### src/hdl/bsfx_pkg.sv
// ----------------------------------------------------------------------------
// bsfx_pkg: shared types and constants of the byte stuffing framer
// Holds the queue entry layout, step bit positions and register indexes.
// ----------------------------------------------------------------------------
package bsfx_pkg;

  localparam int unsigned ByteW   = 8;
  localparam int unsigned NumSteps = 5;
  localparam int unsigned QDepth  = 2;

  localparam logic [ByteW-1:0] FlagReset   = 8'd36;
  localparam logic [ByteW-1:0] EscapeReset = 8'd47;

  // configuration register indexes
  localparam logic REG_FLAG   = 1'b0;
  localparam logic REG_ESCAPE = 1'b1;

  // step bit positions, emitted in this order
  localparam int unsigned STEP_OPEN  = 0;
  localparam int unsigned STEP_ESC   = 1;
  localparam int unsigned STEP_DATA  = 2;
  localparam int unsigned STEP_CLOSE = 3;
  localparam int unsigned STEP_PAR   = 4;

  typedef logic [NumSteps-1:0] step_mask_t;

  typedef struct packed {
    logic [ByteW-1:0] data_byte;
    logic [ByteW-1:0] flag_byte;
    logic [ByteW-1:0] escape_byte;
    step_mask_t       steps;
  } q_entry_t;

endpackage

### src/hdl/bsfx_if.sv
// ----------------------------------------------------------------------------
// bsfx_in_if / bsfx_out_if: valid-ready channels of the framer
// Input channel carries payload bytes, output channel carries framed bytes.
// ----------------------------------------------------------------------------
interface bsfx_in_if;
  logic       valid;
  logic       ready;
  logic [7:0] data_byte;
  logic       byte_valid;
  logic       packet_end;

  modport source (output valid, data_byte, byte_valid, packet_end, input ready);
  modport sink   (input valid, data_byte, byte_valid, packet_end, output ready);
endinterface

interface bsfx_out_if;
  logic       valid;
  logic       ready;
  logic [7:0] out_byte;
  logic       is_parity;
  logic       last_of_run;

  modport source (output valid, out_byte, is_parity, last_of_run, input ready);
  modport sink   (input valid, out_byte, is_parity, last_of_run, output ready);
endinterface

### src/hdl/byte_stuff_framer_xor_parity_top.sv
// ----------------------------------------------------------------------------
// byte_stuff_framer_xor_parity_top: byte stuffing framer with xor parity
// Frames payload bytes with flag and escape bytes and appends a parity byte.
// ----------------------------------------------------------------------------
// Each input item yields one to five output bytes: an opening flag at the
// start of a packet, an escape before a byte equal to the flag or escape
// register, the byte itself, and at packet end the closing flag followed by
// the xor parity of all framed bytes. The back end emits one output byte per
// cycle unless the output stalls, through its single output register; an
// item holds it until its results are out: a plain payload byte has one, an
// escaped byte two, an end item up to five. A two-entry queue lets the input
// keep taking items while earlier ones drain, each passing the queue and the
// output register. Items with neither a byte nor an end mark are taken and
// produce nothing. Configuration writes take effect at the next clock edge.
// ----------------------------------------------------------------------------
module byte_stuff_framer_xor_parity_top (
  input  logic        clk_i,
  input  logic        rst_ni,
  input  logic        cfg_we_i,
  input  logic        cfg_idx_i,
  input  logic [7:0]  cfg_wdata_i,
  bsfx_in_if.sink     in_i,
  bsfx_out_if.source  out_o
);
  import bsfx_pkg::*;

  q_entry_t push_entry, head_entry;
  logic     q_push, q_full, q_pop, q_nonempty;

  bsfx_front u_front (
    .clk_i,
    .rst_ni,
    .cfg_we_i,
    .cfg_idx_i,
    .cfg_wdata_i,
    .in_valid_i   (in_i.valid),
    .in_ready_o   (in_i.ready),
    .data_byte_i  (in_i.data_byte),
    .byte_valid_i (in_i.byte_valid),
    .packet_end_i (in_i.packet_end),
    .q_full_i     (q_full),
    .q_push_o     (q_push),
    .q_entry_o    (push_entry)
  );

  bsfx_queue u_queue (
    .clk_i,
    .rst_ni,
    .push_i     (q_push),
    .entry_i    (push_entry),
    .full_o     (q_full),
    .pop_i      (q_pop),
    .nonempty_o (q_nonempty),
    .head_o     (head_entry)
  );

  bsfx_back u_back (
    .clk_i,
    .rst_ni,
    .head_valid_i  (q_nonempty),
    .head_i        (head_entry),
    .pop_o         (q_pop),
    .out_valid_o   (out_o.valid),
    .out_ready_i   (out_o.ready),
    .out_byte_o    (out_o.out_byte),
    .is_parity_o   (out_o.is_parity),
    .last_of_run_o (out_o.last_of_run)
  );

endmodule

### src/hdl/bsfx_front.sv
// ----------------------------------------------------------------------------
// bsfx_front: input side of the framer
// Accepts items, tracks the open frame and turns each item into a step list.
// ----------------------------------------------------------------------------
module bsfx_front (
  input  logic                    clk_i,
  input  logic                    rst_ni,
  input  logic                    cfg_we_i,
  input  logic                    cfg_idx_i,
  input  logic [7:0]              cfg_wdata_i,
  input  logic                    in_valid_i,
  output logic                    in_ready_o,
  input  logic [7:0]              data_byte_i,
  input  logic                    byte_valid_i,
  input  logic                    packet_end_i,
  input  logic                    q_full_i,
  output logic                    q_push_o,
  output bsfx_pkg::q_entry_t      q_entry_o
);
  import bsfx_pkg::*;

  logic [ByteW-1:0] flag_q, escape_q;
  logic             in_frame_q, in_frame_d;
  logic             accept;
  logic             needs_esc;

  assign in_ready_o = !q_full_i;
  assign accept     = in_valid_i && !q_full_i;
  // idle items are taken and dropped
  assign q_push_o   = accept && (byte_valid_i || packet_end_i);

  assign needs_esc = byte_valid_i && ((data_byte_i == flag_q) || (data_byte_i == escape_q));

  always_comb begin
    q_entry_o.data_byte           = data_byte_i;
    q_entry_o.flag_byte           = flag_q;
    q_entry_o.escape_byte         = escape_q;
    q_entry_o.steps               = '0;
    q_entry_o.steps[STEP_OPEN]    = !in_frame_q;
    q_entry_o.steps[STEP_ESC]     = needs_esc;
    q_entry_o.steps[STEP_DATA]    = byte_valid_i;
    q_entry_o.steps[STEP_CLOSE]   = packet_end_i;
    q_entry_o.steps[STEP_PAR]     = packet_end_i;
  end

  always_comb begin
    in_frame_d = in_frame_q;
    if (q_push_o) begin
      in_frame_d = !packet_end_i;
    end
  end

  always_ff @(posedge clk_i or negedge rst_ni) begin
    if (!rst_ni) begin
      flag_q     <= FlagReset;
      escape_q   <= EscapeReset;
      in_frame_q <= 1'b0;
    end else begin
      in_frame_q <= in_frame_d;
      if (cfg_we_i) begin
        unique case (cfg_idx_i)
          REG_FLAG:   flag_q   <= cfg_wdata_i;
          REG_ESCAPE: escape_q <= cfg_wdata_i;
          default:    ;
        endcase
      end
    end
  end

endmodule

### src/hdl/bsfx_queue.sv
// ----------------------------------------------------------------------------
// bsfx_queue: short step-list queue between front and back
// Register-based fifo, simultaneous push and pop allowed.
// ----------------------------------------------------------------------------
module bsfx_queue (
  input  logic                clk_i,
  input  logic                rst_ni,
  input  logic                push_i,
  input  bsfx_pkg::q_entry_t  entry_i,
  output logic                full_o,
  input  logic                pop_i,
  output logic                nonempty_o,
  output bsfx_pkg::q_entry_t  head_o
);
  import bsfx_pkg::*;

  localparam int unsigned PtrW = (QDepth > 1) ? $clog2(QDepth) : 1;
  localparam int unsigned CntW = $clog2(QDepth + 1);

  q_entry_t            mem_q [QDepth];
  logic [PtrW-1:0]     wr_ptr_q, rd_ptr_q;
  logic [CntW-1:0]     cnt_q, cnt_d;

  assign full_o     = (cnt_q == CntW'(QDepth));
  assign nonempty_o = (cnt_q != '0);
  assign head_o     = mem_q[rd_ptr_q];

  always_comb begin
    cnt_d = cnt_q;
    if (push_i && !pop_i) begin
      cnt_d = cnt_q + CntW'(1);
    end else if (pop_i && !push_i) begin
      cnt_d = cnt_q - CntW'(1);
    end
  end

  always_ff @(posedge clk_i) begin
    if (push_i) begin
      mem_q[wr_ptr_q] <= entry_i;
    end
  end

  always_ff @(posedge clk_i or negedge rst_ni) begin
    if (!rst_ni) begin
      wr_ptr_q <= '0;
      rd_ptr_q <= '0;
      cnt_q    <= '0;
    end else begin
      cnt_q <= cnt_d;
      if (push_i) begin
        wr_ptr_q <= (wr_ptr_q == PtrW'(QDepth - 1)) ? '0 : wr_ptr_q + PtrW'(1);
      end
      if (pop_i) begin
        rd_ptr_q <= (rd_ptr_q == PtrW'(QDepth - 1)) ? '0 : rd_ptr_q + PtrW'(1);
      end
    end
  end

endmodule

### src/hdl/bsfx_back.sv
// ----------------------------------------------------------------------------
// bsfx_back: output side of the framer
// Walks the head entry's steps, one byte a cycle unless stalled, keeps parity.
// ----------------------------------------------------------------------------
module bsfx_back (
  input  logic                clk_i,
  input  logic                rst_ni,
  input  logic                head_valid_i,
  input  bsfx_pkg::q_entry_t  head_i,
  output logic                pop_o,
  output logic                out_valid_o,
  input  logic                out_ready_i,
  output logic [7:0]          out_byte_o,
  output logic                is_parity_o,
  output logic                last_of_run_o
);
  import bsfx_pkg::*;

  step_mask_t       done_q, done_d;
  step_mask_t       remaining, sel, rem_after;
  logic [ByteW-1:0] parity_q, parity_d;
  logic [ByteW-1:0] byte_sel;
  logic             out_valid_q, out_valid_d;
  logic [ByteW-1:0] out_byte_q;
  logic             is_parity_q, last_q;
  logic             can_load, fire;

  assign remaining = head_i.steps & ~done_q;

  // lowest pending step goes first
  always_comb begin
    sel = '0;
    priority if (remaining[STEP_OPEN])  sel[STEP_OPEN]  = 1'b1;
    else if (remaining[STEP_ESC])       sel[STEP_ESC]   = 1'b1;
    else if (remaining[STEP_DATA])      sel[STEP_DATA]  = 1'b1;
    else if (remaining[STEP_CLOSE])     sel[STEP_CLOSE] = 1'b1;
    else if (remaining[STEP_PAR])       sel[STEP_PAR]   = 1'b1;
    else                                sel             = '0;
  end

  assign rem_after = remaining & ~sel;

  always_comb begin
    byte_sel = head_i.flag_byte;
    if (sel[STEP_ESC]) begin
      byte_sel = head_i.escape_byte;
    end else if (sel[STEP_DATA]) begin
      byte_sel = head_i.data_byte;
    end else if (sel[STEP_PAR]) begin
      byte_sel = parity_q;
    end
  end

  assign can_load = !out_valid_q || out_ready_i;
  assign fire     = head_valid_i && can_load;
  assign pop_o    = fire && (rem_after == '0);

  always_comb begin
    done_d      = done_q;
    parity_d    = parity_q;
    out_valid_d = out_valid_q && !out_ready_i;
    if (fire) begin
      out_valid_d = 1'b1;
      done_d      = (rem_after == '0) ? '0 : (done_q | sel);
      if (sel[STEP_PAR]) begin
        parity_d = '0;
      end else begin
        parity_d = parity_q ^ byte_sel;
      end
    end
  end

  always_ff @(posedge clk_i) begin
    if (fire) begin
      out_byte_q  <= byte_sel;
      is_parity_q <= sel[STEP_PAR];
      last_q      <= (rem_after == '0);
    end
  end

  always_ff @(posedge clk_i or negedge rst_ni) begin
    if (!rst_ni) begin
      done_q      <= '0;
      parity_q    <= '0;
      out_valid_q <= 1'b0;
    end else begin
      done_q      <= done_d;
      parity_q    <= parity_d;
      out_valid_q <= out_valid_d;
    end
  end

  assign out_valid_o   = out_valid_q;
  assign out_byte_o    = out_byte_q;
  assign is_parity_o   = is_parity_q;
  assign last_of_run_o = last_q;

endmodule

### src/flat_wrapper.sv
// flat-port wrapper written by rule: the top's interface ports become plain ports
module byte_stuff_framer_xor_parity_top_flat import bsfx_pkg::*;
  (clk_i, rst_ni, cfg_we_i, cfg_idx_i, cfg_wdata_i, in_i_valid, in_i_data_byte, in_i_byte_valid, in_i_packet_end, in_i_ready, out_o_valid, out_o_out_byte, out_o_is_parity, out_o_last_of_run, out_o_ready);
  bsfx_in_if in_i_i ();
  bsfx_out_if out_o_i ();
  input  logic clk_i;
  input  logic rst_ni;
  input  logic cfg_we_i;
  input  logic cfg_idx_i;
  input  logic [7:0] cfg_wdata_i;
  input wire logic [$bits(in_i_i.valid)-1:0] in_i_valid;
  input wire logic [$bits(in_i_i.data_byte)-1:0] in_i_data_byte;
  input wire logic [$bits(in_i_i.byte_valid)-1:0] in_i_byte_valid;
  input wire logic [$bits(in_i_i.packet_end)-1:0] in_i_packet_end;
  output wire logic [$bits(in_i_i.ready)-1:0] in_i_ready;
  output wire logic [$bits(out_o_i.valid)-1:0] out_o_valid;
  output wire logic [$bits(out_o_i.out_byte)-1:0] out_o_out_byte;
  output wire logic [$bits(out_o_i.is_parity)-1:0] out_o_is_parity;
  output wire logic [$bits(out_o_i.last_of_run)-1:0] out_o_last_of_run;
  input wire logic [$bits(out_o_i.ready)-1:0] out_o_ready;
  assign in_i_i.valid = in_i_valid;
  assign in_i_i.data_byte = in_i_data_byte;
  assign in_i_i.byte_valid = in_i_byte_valid;
  assign in_i_i.packet_end = in_i_packet_end;
  assign in_i_ready = in_i_i.ready;
  assign out_o_valid = out_o_i.valid;
  assign out_o_out_byte = out_o_i.out_byte;
  assign out_o_is_parity = out_o_i.is_parity;
  assign out_o_last_of_run = out_o_i.last_of_run;
  assign out_o_i.ready = out_o_ready;
  byte_stuff_framer_xor_parity_top u_core (.clk_i(clk_i), .rst_ni(rst_ni), .cfg_we_i(cfg_we_i), .cfg_idx_i(cfg_idx_i), .cfg_wdata_i(cfg_wdata_i), .in_i(in_i_i), .out_o(out_o_i));
endmodule
### config.mk
export PLATFORM = sky130hd
export DESIGN_NAME = byte_stuff_framer_xor_parity_top_flat
export DESIGN_NICKNAME = d
export VERILOG_FILES = /design/src/hdl/bsfx_pkg.sv /design/src/hdl/bsfx_if.sv /design/src/hdl/byte_stuff_framer_xor_parity_top.sv /design/src/hdl/bsfx_front.sv /design/src/hdl/bsfx_queue.sv /design/src/hdl/bsfx_back.sv /design/src/flat_wrapper.sv
export SDC_FILE = /design/constraint.sdc
export NUM_CORES = 1
export LEC_CHECK = 0
export BUFFER_PORTS_ARGS = -buffer_cell sky130_fd_sc_hd__buf_2
export CAP_MARGIN = 20
export CORE_AREA = 2 2 128 130
export CTS_CLUSTER_SIZE = 25
export DETAILED_ROUTE_END_ITERATION = 6
export DIE_AREA = 0 0 130 132
export GPL_TIMING_DRIVEN = 0
export PLACE_DENSITY = 0.45
export SYNTH_ARGS = -nofsm -noshare
export SYNTH_HDL_FRONTEND = slang
export SYNTH_SLANG_ARGS = --single-unit
### constraint.sdc
create_clock -name clk_i -period 6.3 [get_ports clk_i]
set_input_delay 0 -clock clk_i [delete_from_list [all_inputs] [get_ports clk_i]]
set_output_delay 0 -clock clk_i [all_outputs]
set_load 0.02 [all_outputs]
==> results of run 1 <==
## per-layer routing
metal / wire length [um] / vias up / track usage, %
met5: 0 / - / 0
met1: 4550 / 1319 / 15.8
met2: 4130 / 42 / 17.4
met3: 335 / 12 / 2.64
li1: - / 1335 / -
met4: 195 / 0 / 5.91
## repair_timing
item | 4_1_cts | 5_1_grt
endpoints found under the hold margin | 66 | 0
setup endpoints to repair | 0 | 0
hold buffers | 20 | 0
## metrics by stage
step | cells | util [%]
2_1_floorplan | 317 | -
3_3_place_gp | 568 | 31.3
3_5_place_dp | 568 | 31.3
4_1_cts | 604 | 34.4
5_1_grt | 604 | 34.4
6_report | 604 | 34.4
## Yosys cell counts (5+ instances only)
library cell | instances | area share, %
edfxtp_1 | 66 | 44
xnor2_1 | 18 | 3.5
a211oi_1 | 6 | 1.0
nand4_1 | 5 | 0.70
dfstp_2 | 7 | 4.1
or4_1 | 6 | 1.0
mux2_2 | 23 | 5.8
nand3_1 | 7 | 0.78
dfrtp_1 | 28 | 16
nor2b_1 | 8 | 1.1
nor2_1 | 15 | 1.3
o21ai_2 | 9 | 1.8
mux2i_1 | 13 | 2.9
a22oi_1 | 6 | 1.0
a21oi_1 | 8 | 0.90
nand2_1 | 17 | 1.4
o211ai_1 | 6 | 1.0
## worst max-delay path, delay by kind of cell, from the launching register on
family,cells,cell delay [ns]
simple gates,2,0.40
fa+ha+maj,1,0.20
xor+xnor,2,0.27
compound gates,1,0.48
buf+inv,2,0.81
flops,1,0.36
## power by group
part	total [mW]	switching, mW	internal, mW
Combinational	0.918	0.547	0.371
Clock	0.519	0.249	0.269
Sequential	1.04	0.0969	0.940
Total	2.47	0.893	1.58
## worst paths after layout
check / startpoint / to / slack (ns)
max: u_core.u_queue.cnt_q[0]$_DFFE_PN0P_ / u_core.u_queue.cnt_q[1]$_DFFE_PN0P_ / 3.64
min: in_i_valid / u_core.u_queue.wr_ptr_q$_DFFE_PN0P_ / 0.07
max reg2reg: u_core.u_queue.cnt_q[0]$_DFFE_PN0P_ / u_core.u_queue.cnt_q[1]$_DFFE_PN0P_ / 3.64
min reg2reg: u_core.u_back.out_valid_o$_DFF_PN0_ / u_core.u_back.out_valid_o$_DFF_PN0_ / 0.51
max in group asynchronous: rst_ni / u_core.u_back.parity_q[3]$_DFFE_PN0P_ / 5.46
min in group asynchronous: rst_ni / u_core.u_front.escape_q[7]$_DFFE_PN0P_ / 0.29
## area by class of cell
class	count	share of cell area [%]
Sequential cell	101	53.1
Multi-Input combinational cell	200	28.1
Timing Repair Buffer	55	6.95
Tap cell	216	5.01
Clock buffer	9	4.17
Buffer	11	1.39
Clock inverter	7	0.904
Inverter	5	0.348
## cell families after synthesis
logic type	count (synthesis)	synth area share, %
mux	38	9.52
xor+xnor	21	4.12
buf+inv	16	2.10
compound gates	61	9.97
simple gates	78	9.63
fa+ha+maj	2	0.532
flops	101	64.1
## sequential cells by signal, summed over array words and instances (netlist names)
register / count
u_core.u_queue.mem_q: 56
u_core.u_queue.rd_ptr_q: 1
u_core.u_back.last_of_run_o: 1
u_core.u_back.is_parity_o: 1
u_core.u_front.escape_q: 8
u_core.u_front.in_frame_q: 1
u_core.u_back.done_q: 5
u_core.u_back.out_byte_o: 8
u_core.u_front.flag_q: 8
u_core.u_queue.cnt_q: 2
u_core.u_back.out_valid_o: 1
u_core.u_back.parity_q: 8
u_core.u_queue.wr_ptr_q: 1
==> impl_metrics.tcl, run 1 <==
set metrics [dict create \
    setup_violations 0 \
    drt.antenna.violating_nets 0 \
    start_util_pct 28.4 \
    worstPathMaxFanout 17 \
    path_cells "clkbuf_1 -> o21ai_2 -> clkinv_1 -> nand3_2 -> ha_1 -> xor2_1 -> nor2_1 -> xor2_1" \
    design_area_um2 5400 \
    clock_sinks 101 \
    final_cell_mix "edfxtp_1, buf_2, dfrtp_1" \
    critPathLaunchType "flop" \
    fillers 1551 \
    drt-initial-drc-count 101 \
    p_total_mw 2.47 \
    power_density_nw_per_um2 458 \
    slowest_stage "clkinv_1" \
    max_slew_margin_pct 42.0 \
    cts_inserted_buffers 9 \
    tns_ns 0 \
    power_leakage_nw 1.95 \
    period_share_pct 42.2 \
    die_x_um 130 \
    end_kind "flop" \
    viasPerCell 4.48 \
    seq_area_um2 2870 \
    worst_slew_pin_slew_ns 0.868 \
    finalHoldViolCount 0 \
    num-nets-final 408 \
    ir_drop_mv 0.126 \
    routed_wl_um 9210 \
    place_congestion 0.779 \
    rows 46 \
    drv_slew 0 \
    async_flop_share_pct 34.7 \
    fin_crit_ns 2.66 \
    hold_depth 3 \
    cts_tree "yes" \
    drc_errors 0 \
    skew_ns 0.00782 \
    ys_seq_area_share_pct 64.1 \
    htree_levels 3 \
    grt-ovfl-total 0 \
    rsz0062_at_grt "false" \
    cts_root_buf "clkbuf_16" \
    avgSynthCellArea_um2 14.1 \
    clk_latency_ns 0.36 \
    place_ws_ns 3.55 \
    wl_per_cell_um 15.2 \
    vias 2708 \
    place.port_buffers 35 \
    antenna_found_initial 0 \
    fin_ws_ns 3.64 \
    holdCritPathClass "input port to flop" \
    grt_pass1_vias 2693 \
    firstDrtPassIters 4 \
    cp.required_ns 6.54 \
    cpPeakStageDelay_ns 0.65 \
    cts_resized 0 \
    io-pin-count 36 \
    cts_setup_buffers 0 \
    max-cap-violations 0 \
    multiInputGateArea_um2 1520 \
    netlist_area_um2 4470 \
    grtUsageTotal_pct 11.6 \
    grt_first_pass_wirelength_um 15000 \
    ff2ff_path_depth 8 \
    synth.distinct_cells 50 \
    place_area_um2 4920 \
    timing.fmax_mhz 376 \
    synth_edf_count 66 \
    grt_max_degree 36 \
    yosys_most_used_dff "edfxtp_1" \
    syn_nets 342 \
    coreArea_um2 15700 \
    diodes 0 \
    clk_pin_slew_ns 0.07 \
    clockBufferDepth 2 \
    drive_gt1_share_pct 28.4 \
    hpwlAfterDp_um 6500 \
    holdWs_ns 0.0725 \
    die-area_um2 17200 \
    area_growth_syn_to_layout_pct 20.8 \
    crit_type "flop to flop" \
    die_height_um 132 \
    yosys_warnings 0 \
    final_common_cell "edfxtp_1" \
    critPathArrivalTime_ns 2.90 \
    cpMostUsedCell "xor2_1" \
    ys_ff_latch 101 \
    outcome "complete, no violations" \
    syn-instance-count 317 \
]
Note: power is estimated with default switching activity, not from simulation.
==> inputs of run 2 (changes only) <==
Settings changed: PLACE_DENSITY 0.45 to 0.46.
Clock period 6.3 ns to 2.25 ns, I/O delays scaled along.
==> impl_metrics.tcl, run 2 (synthesis results as in run 1) <==
set metrics [dict create \
    outcome "complete, no violations" \
    die-area_um2 17200 \
    min_from "in_i_valid" \
    reg2reg_slack_ns 0.05 \
    hpwlAfterDp_um 6570 \
    wl_per_cell_um 15.2 \
    rows 46 \
    power_leakage_nw 2.01 \
    drt-initial-drc-count 115 \
    max-cap-violations 0 \
    swShare_pct 36.2 \
    clk_pin_slew_ns 0.07 \
    grt_pass1_vias 2781 \
    fillers 1547 \
    dp.cells 569 \
    timing.fmax_mhz 454 \
    finalHoldViolCount 0 \
    fin_crit_ns 2.20 \
    max_slew_margin_pct 43.3 \
    die_x_um 130 \
    r2r-start "u_core.u_queue.rd_ptr_q$_DFFE_PN0P_" \
    grt-ovfl-total 0 \
    clk_latency_ns 0.36 \
    place_ws_ns -0.501 \
    ff2ff_path_depth 10 \
    place.port_buffers 35 \
    slowest_stage "maj3_2" \
    fin_ws_ns 0.0451 \
    rr_endpoint "u_core.u_queue.cnt_q[1]$_DFFE_PN0P_" \
    critPathArrivalTime_ns 2.48 \
    grt_max_degree 36 \
    cp_top_family "adder cells" \
    cpPeakStageDelay_ns 0.36 \
    drc_errors 0 \
    htree_levels 3 \
    clkPwrFrac_pct 20.4 \
    critPathLaunchType "flop" \
    largest_reg_flops 56 \
    end_kind "flop" \
    start_util_pct 28.4 \
    place_congestion 0.768 \
    worstPathMaxFanout 6 \
    cp.required_ns 2.53 \
    drive_gt1_share_pct 32.0 \
    diodes 0 \
    period_share_pct 98.0 \
    cpMostUsedCell "xor2_1" \
    coreArea_um2 15700 \
    firstDrtPassIters 4 \
    final_cell_mix "edfxtp_1, buf_2, dfrtp_1" \
    num-nets-final 417 \
    p_comb_share_pct 39.4 \
    io-pin-count 36 \
    fin_cells 613 \
    vias 2741 \
    setup_violations 0 \
    cts_tree "yes" \
    antenna_found_initial 0 \
    routed_wl_um 9330 \
    rsz0062_at_grt "true" \
    drt.antenna.violating_nets 0 \
    crit_type "flop to flop" \
    area_growth_syn_to_layout_pct 24.7 \
    switchingPower_mw 2.62 \
    cts_root_buf "clkbuf_16" \
    grt_first_pass_wirelength_um 15300 \
    path_cells "buf_6 -> mux2i_4 -> nor2_2 -> maj3_2 -> o21ai_4 -> nand3_2 -> ha_2 -> xor2_1 -> nor2_1 -> xor2_1" \
    cp_num_buf_inv 1 \
    viasPerCell 4.47 \
    skew_ns 0.00781 \
    top_register "u_core.u_queue.mem_q" \
    ir_drop_mv 0.397 \
    final_common_cell "edfxtp_1" \
    clock_sinks 101 \
    clockBufferDepth 2 \
    hold_depth 3 \
    holdCritPathClass "input port to flop" \
    p_int_mw 4.62 \
    cts_inserted_buffers 9 \
    pwr-share-seq_pct 40.2 \
    power_density_nw_per_um2 1300 \
    worst_slew_pin_slew_ns 0.851 \
    drv_slew 0 \
    die_height_um 132 \
    hold_end "u_core.u_queue.wr_ptr_q$_DFFE_PN0P_" \
    grtUsageTotal_pct 11.8 \
]
[run 2: changes by cell type in the layout (fill, tap and decap cells not counted), sizes merged]
cell / change
clkinv: -4
inv: +2
clkinvlp: +1
clkbuf: +1
buf: +9
[run 2: how the worst max path moves through the flow]
stage                                              from                                    end  slack, ns  cells past startpoint
finish              u_core.u_queue.rd_ptr_q$_DFFE_PN0P_    u_core.u_queue.cnt_q[1]$_DFFE_PN0P_       0.05                     10
CTS                 u_core.u_queue.rd_ptr_q$_DFFE_PN0P_    u_core.u_queue.cnt_q[1]$_DFFE_PN0P_     0.0008                     10
detailed placement  u_core.u_queue.cnt_q[0]$_DFFE_PN0P_    u_core.u_queue.cnt_q[1]$_DFFE_PN0P_      -0.50                      8
global route        u_core.u_queue.cnt_q[0]$_DFFE_PN0P_  u_core.u_queue.mem_q[0][11]$_DFFE_PP_      -0.13                      4
floorplan           u_core.u_queue.rd_ptr_q$_DFFE_PN0P_    u_core.u_queue.cnt_q[1]$_DFFE_PN0P_       0.05                     11
global placement    u_core.u_queue.cnt_q[0]$_DFFE_PN0P_    u_core.u_queue.cnt_q[1]$_DFFE_PN0P_      -0.46                      8
[run 2: timing repair]
item	CTS	global route
endpoints found under the setup margin	15	59
gates resized for setup	10	8
endpoints found under the hold margin	66	0
hold buffers	20	0
buffers inserted	5	3
pin swaps	2	4
[run 2: cell type report]
type	count	area (um2)	area share [%]
Sequential cell	101	2870	51.4
Multi-Input combinational cell	200	1590	28.5
Timing Repair Buffer	64	463	8.31
Tap cell	216	270	4.85
Clock buffer	10	229	4.11
Buffer	11	78.8	1.41
Clock inverter	6	53.8	0.965
Inverter	5	25.0	0.449
[run 2: worst register-to-register path, cell delays in order, from the launching register on]
cell and delay, ns:
dfrtp_1 0.34, buf_6 0.15, mux2i_4 0.28, nor2_2 0.08, maj3_2 0.36, o21ai_4 0.19, nand3_2 0.12, ha_2 0.20
xor2_1 0.13, nor2_1 0.14, xor2_1 0.14
[run 2: per-stage QoR]
| stage | hold WS, ns | power, mW | cell area [um2] | utilization, % | TNS, ns |
|---|---|---|---|---|---|
| 2_1_floorplan | -0.296 | 4.81 | 4480 | - | 0 |
| 3_3_place_gp | 0.154 | 5.46 | 4920 | 31.3 | -10.03 |
| 3_5_place_dp | 0.162 | 5.56 | 4950 | 31.5 | -3.82 |
| 4_1_cts | 0.0661 | 7.26 | 5530 | 35.2 | 0 |
| 5_1_grt | 0.119 | 7.76 | 5570 | 35.5 | -3.51 |
| 6_report | 0.0830 | 7.24 | 5570 | 35.5 | 0 |
[run 2: power by group through the flow]
stage,combinational (mW),sequential [mW],clock [mW]
after CTS,2.81,2.91,1.54
after global routing,3.18,2.97,1.61
after detailed placement,2.62,2.94,0
final,2.85,2.91,1.48
after global placement,2.53,2.93,0
after floorplan,1.81,3.00,0
[run 2: metal layers]
metal	vias up	part of all wire, %	track usage, %
li1	1357	-	-
met1	1323	47	15.7
met5	-	0	0
met4	0	2.3	5.79
met3	13	4.1	2.27
met2	48	47	18.4
